===== config.mk =====
export PLATFORM = sky130hd
export DESIGN_NAME = fndt_ctrl
export DESIGN_NICKNAME = d
export VERILOG_FILES = /design/src/sv/assert_macros.svh /design/src/sv/fndt_pkg.sv /design/src/sv/fndt_ctrl.sv
export SDC_FILE = /design/constraint.sdc
export NUM_CORES = 1
export LEC_CHECK = 0
export BUFFER_PORTS_ARGS = -buffer_cell sky130_fd_sc_hd__buf_2
export CORE_MARGIN = 3
export CORE_UTILIZATION = 48
export CTS_CLUSTER_DIAMETER = 200
export DETAILED_ROUTE_END_ITERATION = 10
export PLACE_DENSITY = 0.75
export SLEW_MARGIN = 5
export SYNTH_ARGS = -nofsm -noshare
export SYNTH_HDL_FRONTEND = slang
export SYNTH_SLANG_ARGS = --single-unit

===== constraint.sdc =====
create_clock -name clk -period 2 [get_ports clk]
set_input_delay 0.3 -clock clk [delete_from_list [all_inputs] [get_ports clk]]
set_output_delay 0.3 -clock clk [all_outputs]
set_load 0.02 [all_outputs]

===== src/sv/assert_macros.svh =====
// Assertion macros for the flat name directory.
// Used by the top level; empty when SYNTHESIS is set.
`ifndef ASSERT_MACROS_SVH
`define ASSERT_MACROS_SVH
`ifndef SYNTHESIS
`define FNDT_ASSERT(label, clk, rst_n, prop, msg) \
	label: assert property (@(posedge clk) disable iff (!rst_n) prop) else $error(msg);
`define FNDT_ASSERT_NEVER(label, clk, rst_n, cond, msg) \
	label: assert property (@(posedge clk) disable iff (!rst_n) !(cond)) else $error(msg);
`else
`define FNDT_ASSERT(label, clk, rst_n, prop, msg)
`define FNDT_ASSERT_NEVER(label, clk, rst_n, cond, msg)
`endif
`endif


===== src/sv/fndt_pkg.sv =====
// Types and constants shared by the flat name directory modules.
// No dependencies.
package fndt_pkg;

	localparam int DEF_TABLE_ENTRIES = 32;
	localparam int DEF_NAME_BYTES    = 20;
	localparam int KEY_W             = 160;
	localparam int SLOT_W            = 6;

	typedef enum logic [1:0] {
		CMD_CREATE = 2'd0,
		CMD_DELETE = 2'd1,
		CMD_SEARCH = 2'd2,
		CMD_LIST   = 2'd3
	} cmd_t;

	typedef enum logic [2:0] {
		ST_OK        = 3'd0,
		ST_EXISTS    = 3'd1,
		ST_FULL      = 3'd2,
		ST_NOT_FOUND = 3'd3,
		ST_EMPTY     = 3'd4
	} status_t;

	typedef struct packed {
		logic               key_load;
		logic               wr_en;
		logic               wr_from_key;
		logic               cnt_inc;
		logic               cnt_dec;
		logic               out_load;
		logic               out_name;
		logic               out_last;
		status_t            out_status;
		logic [SLOT_W-1:0]  out_slot;
	} dp_cmd_t;

	typedef struct packed {
		cmd_t op;
		logic match;
		logic out_busy;
	} dp_stat_t;

endpackage


===== src/sv/fndt_ctrl.sv =====
// Controller: sequences the scan, move and list passes over the name store.
// Depends on fndt_pkg; drives fndt_dpath.
module fndt_ctrl import fndt_pkg::*; #(
	parameter int TABLE_ENTRIES = DEF_TABLE_ENTRIES,
	localparam int IDX_W = (TABLE_ENTRIES > 1) ? $clog2(TABLE_ENTRIES) : 1,
	localparam int CNT_W = $clog2(TABLE_ENTRIES + 1)
) (
	input  logic             clk,
	input  logic             arst_n,
	input  logic             in_valid,
	output logic             in_ready,
	input  dp_stat_t         stat,
	input  logic [CNT_W-1:0] count,
	output dp_cmd_t          cmd,
	output logic [IDX_W-1:0] rd_addr,
	output logic [IDX_W-1:0] wr_addr
);

	typedef enum logic [3:0] {
		S_IDLE, S_DISP, S_WR_NEW, S_RD, S_CMP, S_MV_RD, S_MV_WR, S_DEC,
		S_LS_RD, S_LS_OUT, S_EMIT
	} state_t;

	state_t            state_q;
	logic [IDX_W-1:0]  idx_q;
	status_t           res_status_q;
	logic [SLOT_W-1:0] res_slot_q;
	logic [CNT_W-1:0]  idx_p1;
	logic [CNT_W-1:0]  cnt_m1;
	logic              at_last;

	assign idx_p1  = CNT_W'(idx_q) + 1'b1;
	assign cnt_m1  = count - 1'b1;
	assign at_last = (idx_p1 == count);

	always_ff @(posedge clk or negedge arst_n) begin
		if (!arst_n) begin
			state_q      <= S_IDLE;
			idx_q        <= '0;
			res_status_q <= ST_OK;
			res_slot_q   <= '0;
		end else begin
			unique case (state_q)
				S_IDLE: begin
					if (in_valid)
						state_q <= S_DISP;
				end
				S_DISP: begin
					idx_q      <= '0;
					res_slot_q <= '0;
					unique case (stat.op) inside
						CMD_CREATE: begin
							if (count >= CNT_W'(TABLE_ENTRIES)) begin
								res_status_q <= ST_FULL;
								state_q      <= S_EMIT;
							end else if (count == '0) begin
								state_q <= S_WR_NEW;
							end else begin
								state_q <= S_RD;
							end
						end
						CMD_DELETE, CMD_SEARCH: begin
							if (count == '0) begin
								res_status_q <= ST_NOT_FOUND;
								state_q      <= S_EMIT;
							end else begin
								state_q <= S_RD;
							end
						end
						CMD_LIST: begin
							if (count == '0) begin
								res_status_q <= ST_EMPTY;
								state_q      <= S_EMIT;
							end else begin
								state_q <= S_LS_RD;
							end
						end
						default: state_q <= S_IDLE;
					endcase
				end
				S_WR_NEW: begin
					res_status_q <= ST_OK;
					state_q      <= S_EMIT;
				end
				S_RD: state_q <= S_CMP;
				S_CMP: begin
					if (stat.match) begin
						unique case (stat.op)
							CMD_CREATE: begin
								res_status_q <= ST_EXISTS;
								state_q      <= S_EMIT;
							end
							CMD_SEARCH: begin
								res_status_q <= ST_OK;
								res_slot_q   <= SLOT_W'(idx_p1);
								state_q      <= S_EMIT;
							end
							default: state_q <= at_last ? S_DEC : S_MV_RD;
						endcase
					end else if (at_last) begin
						if (stat.op == CMD_CREATE) begin
							state_q <= S_WR_NEW;
						end else begin
							res_status_q <= ST_NOT_FOUND;
							state_q      <= S_EMIT;
						end
					end else begin
						idx_q   <= idx_q + 1'b1;
						state_q <= S_RD;
					end
				end
				S_MV_RD: state_q <= S_MV_WR;
				S_MV_WR: state_q <= S_DEC;
				S_DEC: begin
					res_status_q <= ST_OK;
					state_q      <= S_EMIT;
				end
				S_LS_RD: state_q <= S_LS_OUT;
				S_LS_OUT: begin
					if (!stat.out_busy) begin
						if (at_last) begin
							state_q <= S_IDLE;
						end else begin
							idx_q   <= idx_q + 1'b1;
							state_q <= S_LS_RD;
						end
					end
				end
				S_EMIT: begin
					if (!stat.out_busy)
						state_q <= S_IDLE;
				end
				default: state_q <= S_IDLE;
			endcase
		end
	end

	assign in_ready = (state_q == S_IDLE);

	always_comb begin
		cmd            = '0;
		cmd.out_status = ST_OK;
		rd_addr        = idx_q;
		wr_addr        = idx_q;
		unique case (state_q)
			S_IDLE: cmd.key_load = in_valid;
			S_WR_NEW: begin
				cmd.wr_en       = 1'b1;
				cmd.wr_from_key = 1'b1;
				cmd.cnt_inc     = 1'b1;
				wr_addr         = count[IDX_W-1:0];
			end
			S_MV_RD: rd_addr = cnt_m1[IDX_W-1:0];
			S_MV_WR: cmd.wr_en = 1'b1;
			S_DEC: cmd.cnt_dec = 1'b1;
			S_LS_OUT: begin
				cmd.out_load = !stat.out_busy;
				cmd.out_name = 1'b1;
				cmd.out_last = at_last;
				cmd.out_slot = SLOT_W'(idx_p1);
			end
			S_EMIT: begin
				cmd.out_load   = !stat.out_busy;
				cmd.out_last   = 1'b1;
				cmd.out_status = res_status_q;
				cmd.out_slot   = res_slot_q;
			end
			default: ;
		endcase
	end

endmodule


==> results.cfg, run 1 <==
[power]
vdd_ir_drop_max_v = 0.000794
p_total_w = 0.00359
p_per_area_mw_per_mm2 = 1240
p_leak_nw = 1.31

[timing]
setup_viol = 30
timing.hold.ws_ps = 312
drv_slew = 0
post-route-period-util_pct = 119
tightestPinTransition_ps = 556
layout_setup_ws_ps = -380
period_minus_slack_ps = 2380
slew_headroom_pct = 62.5
hold_viol_final = 0
fmax_mhz = 420
rsz0062_at_grt = true
skew_ps = 1.80

[yosys]
synthArstFlopShare_pct = 100
syn_area_per_cell_um2 = 7.74
synth_edf_count = 0
syn_nets = 235
synth_common_cells = 24 x nand2_1, 24 x nor2_1, 18 x dfrtp_1
yosysWarnings = 0
synth_area_mm2 = 0.00167
seq_area_frac_synth_pct = 26.9
ys_seq_elements = 18
syn_inst = 216
synth_top_area_share_pct = 26.9
yosys-top-cells-area = dfrtp_1 27%, nand2_1 5.4%, nor2_1 5.4%
yosysTopAreaCell = dfrtp_1
ys.flop_type = dfrtp_1
synthDistinctLibCells = 52

[place]
io_buffers = 40
pre_cts_ws_ps = -380
place_hpwl_mm = 3.60
dpl_cell_area_mm2 = 0.00224
gp_congestion = 0.930

[global_routing]
grt_pass1_wl_mm = 9.85
grtUsageTotal_pct = 30.0
grt_pass1_vias = 1975
grt.overflow.total = 0
antenna_found_initial = 0
grt_max_degree = 19

[worst_hold_path]
min_from = stat[0]
worstHoldPathCells = 3
hold_class = input port to flip-flop
min_to = state_q[1]

[cts]
root_buffer = clkbuf_4
cts_sinks = 18
htreeDepth = 1
clkTransAtPathRegs_ps = 130
insertion_delay_ps = 320
clk_path_buf_depth = 2
cts_tree = yes
cts_buffers = 3

[job]
cap_violations = 0

[worst_setup_path]
cp-start-kind = flip-flop
required_ps = 2270
r2r_cells = 9
rr_startpoint = state_q[0]
end_kind = flip-flop
reg2reg_setup_slack_ps = -380
critical_path_arrival_ps = 2650
critPathKind = flip-flop to flip-flop
rr_endpoint = idx_q[2]
cp-startpoint = state_q[0]
path_max_fanout = 5

[drt]
first_iter_violations = 594
via_count = 2465
viasPerCell = 6.87
drt-wirelength-per-cell_um = 24.3
detail-route-antenna-nets = 0
drc_errors = 0
firstDrtPassIters = 7
routed_wl_mm = 8.72

[finish]
nNetsFinal = 335
drive_above_1_share_pct = 58.4
antenna_cells = 0
design_area_mm2 = 0.00290
area_growth_pct = 73.4

[die]
dieArea_mm2 = 0.00423
core_area_mm2 = 0.00318
start_util_pct = 52.6
row_count = 20
ioPinCount = 41
die_h_um = 65.0
chipWidth_um = 65.0

[run_status]
violations = negative setup slack
outcome = complete, but fails checks
==> report_power, final <==
part	switching, W	leakage [nW]	internal [W]	total, W
clock	0.000148	0.0210	0.000111	0.000259
combinational	0.00152	1.06	0.00123	0.00275
sequential	0.000120	0.228	0.000459	0.000579
==> what timing repair did <==
item / in CTS / in global routing
hold endpoints to repair: 18 / 0
endpoints found under the setup margin: 27 / 39
hold buffers: 1 / 0
pin swaps: 9 / 16
gates cloned: 2 / 1
buffers inserted: 15 / 8
gates resized for setup: 53 / 76
==> critical path, stage by stage (launching register included) <==
cell and delay [ps]:
dfrtp_2 480, buf_4 180, buf_4 150, nor4b_1 420, a31oi_1 110, nor2_1 340
o21ai_4 140, buf_6 170, nor3b_1 230, a21o_1 110
==> layout make-up <==
| type | instances | area, µm² |
|---|---|---|
| well taps | 44 | 55.1 |
| fillers | 122 | 278 |
| flip-flops and latches | 18 | 459 |
| multi-input cells | 171 | 1410 |
| clock buffers | 4 | 36.3 |
| repair buffers | 109 | 872 |
| inverters | 13 | 71.3 |
==> metrics by stage <==
stage                     std cells  utilization [%]  setup TNS [ps]
after global placement          329             70.5            -920
after detailed placement        329             70.5           -1090
after global routing            359             91.3           -4960
final                           359             91.3           -4210
after CTS                       351             81.3            -665
after floorplan                 216                -            -150
==> state kept, by name, indices dropped and copies added (netlist names) <==
name / count
res_status_q: 3
idx_q: 5
state_q: 4
res_slot_q: 6
==> placed cells by master (no fill, tap or decap), types with 3 or more instances in the layout <==
cell      count
mux2_4        6
clkbuf_4      3
buf_2        23
xnor2_1       5
a21oi_1       9
nand2_1      21
nor2_1       15
o31ai_1       5
nor3b_1       3
o21ai_1       4
nor3_4        3
nor2_2        7
o21ai_0       5
nor3_1        7
o21ai_2       5
inv_1         9
ha_1          4
dfrtp_1      11
xor2_1        5
buf_4        57
buf_6        27
a21oi_2       5
o22ai_1       3
dfrtp_2       7
==> how the worst max path moves through the flow <==
stage	end	slack [ps]	cells after the start
3_5_place_dp	res_status_q[0]	-380	9
3_3_place_gp	res_status_q[0]	-330	9
6_report	idx_q[2]	-380	9
4_1_cts	cmd[4]	-230	7
5_1_grt	idx_q[2]	-470	9
2_1_floorplan	res_status_q[0]	-150	8
==> layer usage <==
layer / track usage (%) / routed length (µm)
met5: 0 / 0
met1: 40.1 / 3100
met4: 11.7 / 671
met2: 48.1 / 3720
met3: 5.37 / 1230
==> cells by family (layout without fill, tap and decap cells) <==
| family | after synthesis | count (layout) | synth area share, % |
|---|---|---|---|
| AO/OA/AOI/OAI | 57 | 57 | 22.6 |
| XOR/XNOR | 12 | 12 | 7.40 |
| adder cells (fa/ha/maj) | 6 | 6 | 4.49 |
| buffers and inverters | 27 | 126 | 7.26 |
| flip-flops | 18 | 18 | 26.9 |
| multiplexers | 7 | 7 | 4.86 |
| AND/OR/NAND/NOR | 89 | 89 | 26.5 |
Note: power is estimated with default switching activity, not from simulation.
==> inputs of run 2 (changes only) <==
--- a/config.mk
+++ b/config.mk
@@ -11,6 +11,7 @@
 export CTS_CLUSTER_DIAMETER = 200
 export DETAILED_ROUTE_END_ITERATION = 10
 export PLACE_DENSITY = 0.75
+export REMOVE_ABC_BUFFERS = 1
 export SLEW_MARGIN = 5
 export SYNTH_ARGS = -nofsm -noshare
 export SYNTH_HDL_FRONTEND = slang
==> results.cfg, run 2 (synthesis results as in run 1) <==
[drt]
firstDrtPassIters = 7
viasPerCell = 6.85
first_iter_violations = 470
routed_wl_mm = 8.73
drc_errors = 0
detail-route-antenna-nets = 0
via_count = 2499
drt-wirelength-per-cell_um = 23.9

[worst_setup_path]
slowest_stage = dfrtp_1
critPathKind = flip-flop to output port
cpPeakStageDelay_ps = 510
reg2reg_setup_slack_ps = -270
crit_family = XOR/XNOR gates
critical_path_arrival_ps = 2120
required_ps = 1700
path_max_fanout = 6
cp_num_buf_inv = 1
path_cells = xnor2_1 -> xnor2_2 -> nand4_1 -> or2_4 -> o22ai_4 -> buf_6
end_kind = output port
cp-start-kind = flip-flop

[die]
start_util_pct = 52.6
chipWidth_um = 65.0
core_area_mm2 = 0.00318
row_count = 20
die_h_um = 65.0
ioPinCount = 41
dieArea_mm2 = 0.00423

[finish]
nNetsFinal = 341
largest_reg_flops = 6
reg.largest.list = res_slot_q (6), idx_q (5), state_q (4)
antenna_cells = 0
final_common_cell = buf_4
area_growth_pct = 74.1
finalNonFillerCells = 365
drive_above_1_share_pct = 56.7
top_register = res_slot_q
utilization_pct = 91.7
layout_common_cells = 67 x buf_4, 25 x buf_6, 21 x nand2_1, 21 x buf_2, 17 x nor2_1

[global_routing]
antenna_found_initial = 0
grt.overflow.total = 0
grt_busiest_layer = met2
grt_use_met3_pct = 3.29
grt_util_met1_pct = 38.8
grt_pass1_vias = 2021
grt_max_degree = 19
grt_pass1_wl_mm = 9.65
grtUsageMet2_pct = 48.0
grtUsageTotal_pct = 29.3

[place]
pre_cts_ws_ps = -360
place_hpwl_mm = 3.64
io_buffers = 40
gp_congestion = 0.927
dp.cells = 331

[timing]
tightestPinTransition_ps = 555
skew_ps = 14.6
post-route-period-util_pct = 121
tns_ps = -3770
slew_headroom_pct = 63.0
fmax_mhz = 414
setup_viol = 31
period_minus_slack_ps = 2420
drv_slew = 0
hold_viol_final = 0
layout_setup_ws_ps = -418
rsz0062_at_grt = true

[power]
seqPwrFrac_pct = 16.5
p_sw_w = 0.00177
combPwrFrac_pct = 76.3
internal-power_w = 0.00184
p_total_w = 0.00361
p_leak_nw = 1.33
pwr-share-clk_pct = 7.3
p_per_area_mw_per_mm2 = 1240
vdd_ir_drop_max_v = 0.000800
swShare_pct = 49.1

[worst_hold_path]
hold_class = input port to flip-flop

[cts]
cts_sinks = 18
cts_tree = yes
root_buffer = clkbuf_4
clkTransAtPathRegs_ps = 140
cts_buffers = 3
insertion_delay_ps = 330
htreeDepth = 1
clk_path_buf_depth = 2

[run_status]
outcome = complete, but fails checks
violations = negative setup slack

[job]
cap_violations = 0
run 2: metal layers:
layer  wire, µm  up-vias
met5          0        -
met4        586        0
met3       1250       94
met2       3860      281
met1       3040     1145
li1           -      979
run 2: final timing paths:
check                           startpoint         endpoint  cells after the start
max reg2reg                       idx_q[4]       state_q[3]                      7
min reg2reg                res_status_q[0]  res_status_q[0]                      1
min in group asynchronous           arst_n         idx_q[0]                      2
max in group asynchronous           arst_n       state_q[2]                      2
max                               idx_q[4]           cmd[9]                      6
min                               in_valid       state_q[0]                      3
run 2: power groups by stage:
| stage | clock, W | combinational (W) | sequential, W |
|---|---|---|---|
| 4_1_cts | 0.000237 | 0.00201 | 0.000555 |
| 2_1_floorplan | 0 | 0.000985 | 0.000599 |
| 3_5_place_dp | 0 | 0.00171 | 0.000548 |
| 3_3_place_gp | 0 | 0.00170 | 0.000547 |
| 5_1_grt | 0.000268 | 0.00285 | 0.000596 |
| 6_report | 0.000263 | 0.00276 | 0.000595 |
run 2: cell type report:
| cell class | instances | area, µm² |
|---|---|---|
| clock buffers | 4 | 36.3 |
| fillers | 109 | 265 |
| inverters | 13 | 51.3 |
| multi-input cells | 171 | 1400 |
| flip-flops and latches | 18 | 455 |
| well taps | 44 | 55.1 |
| repair buffers | 115 | 915 |
run 2: metrics by stage:
stage | hold slack, ps | area, µm²
2_1_floorplan | 4.41 | 1600
3_3_place_gp | 260 | 2190
3_5_place_dp | 266 | 2190
4_1_cts | 290 | 2460
5_1_grt | 345 | 2910
6_report | 319 | 2910
run 2: tightest hold or removal path, delay by kind of cell:
kind                   cells  cell delay (ps)
AOI/OAI and AO/OA          2              200
buffers and inverters      1               90
run 2: what timing repair did:
item,in CTS,in global routing
resized for setup,37,88
endpoints found under the setup margin,26,34
buffers inserted,23,17
hold buffers,1,0
gates cloned,2,1
pin swaps,8,17
hold endpoints to repair,18,0
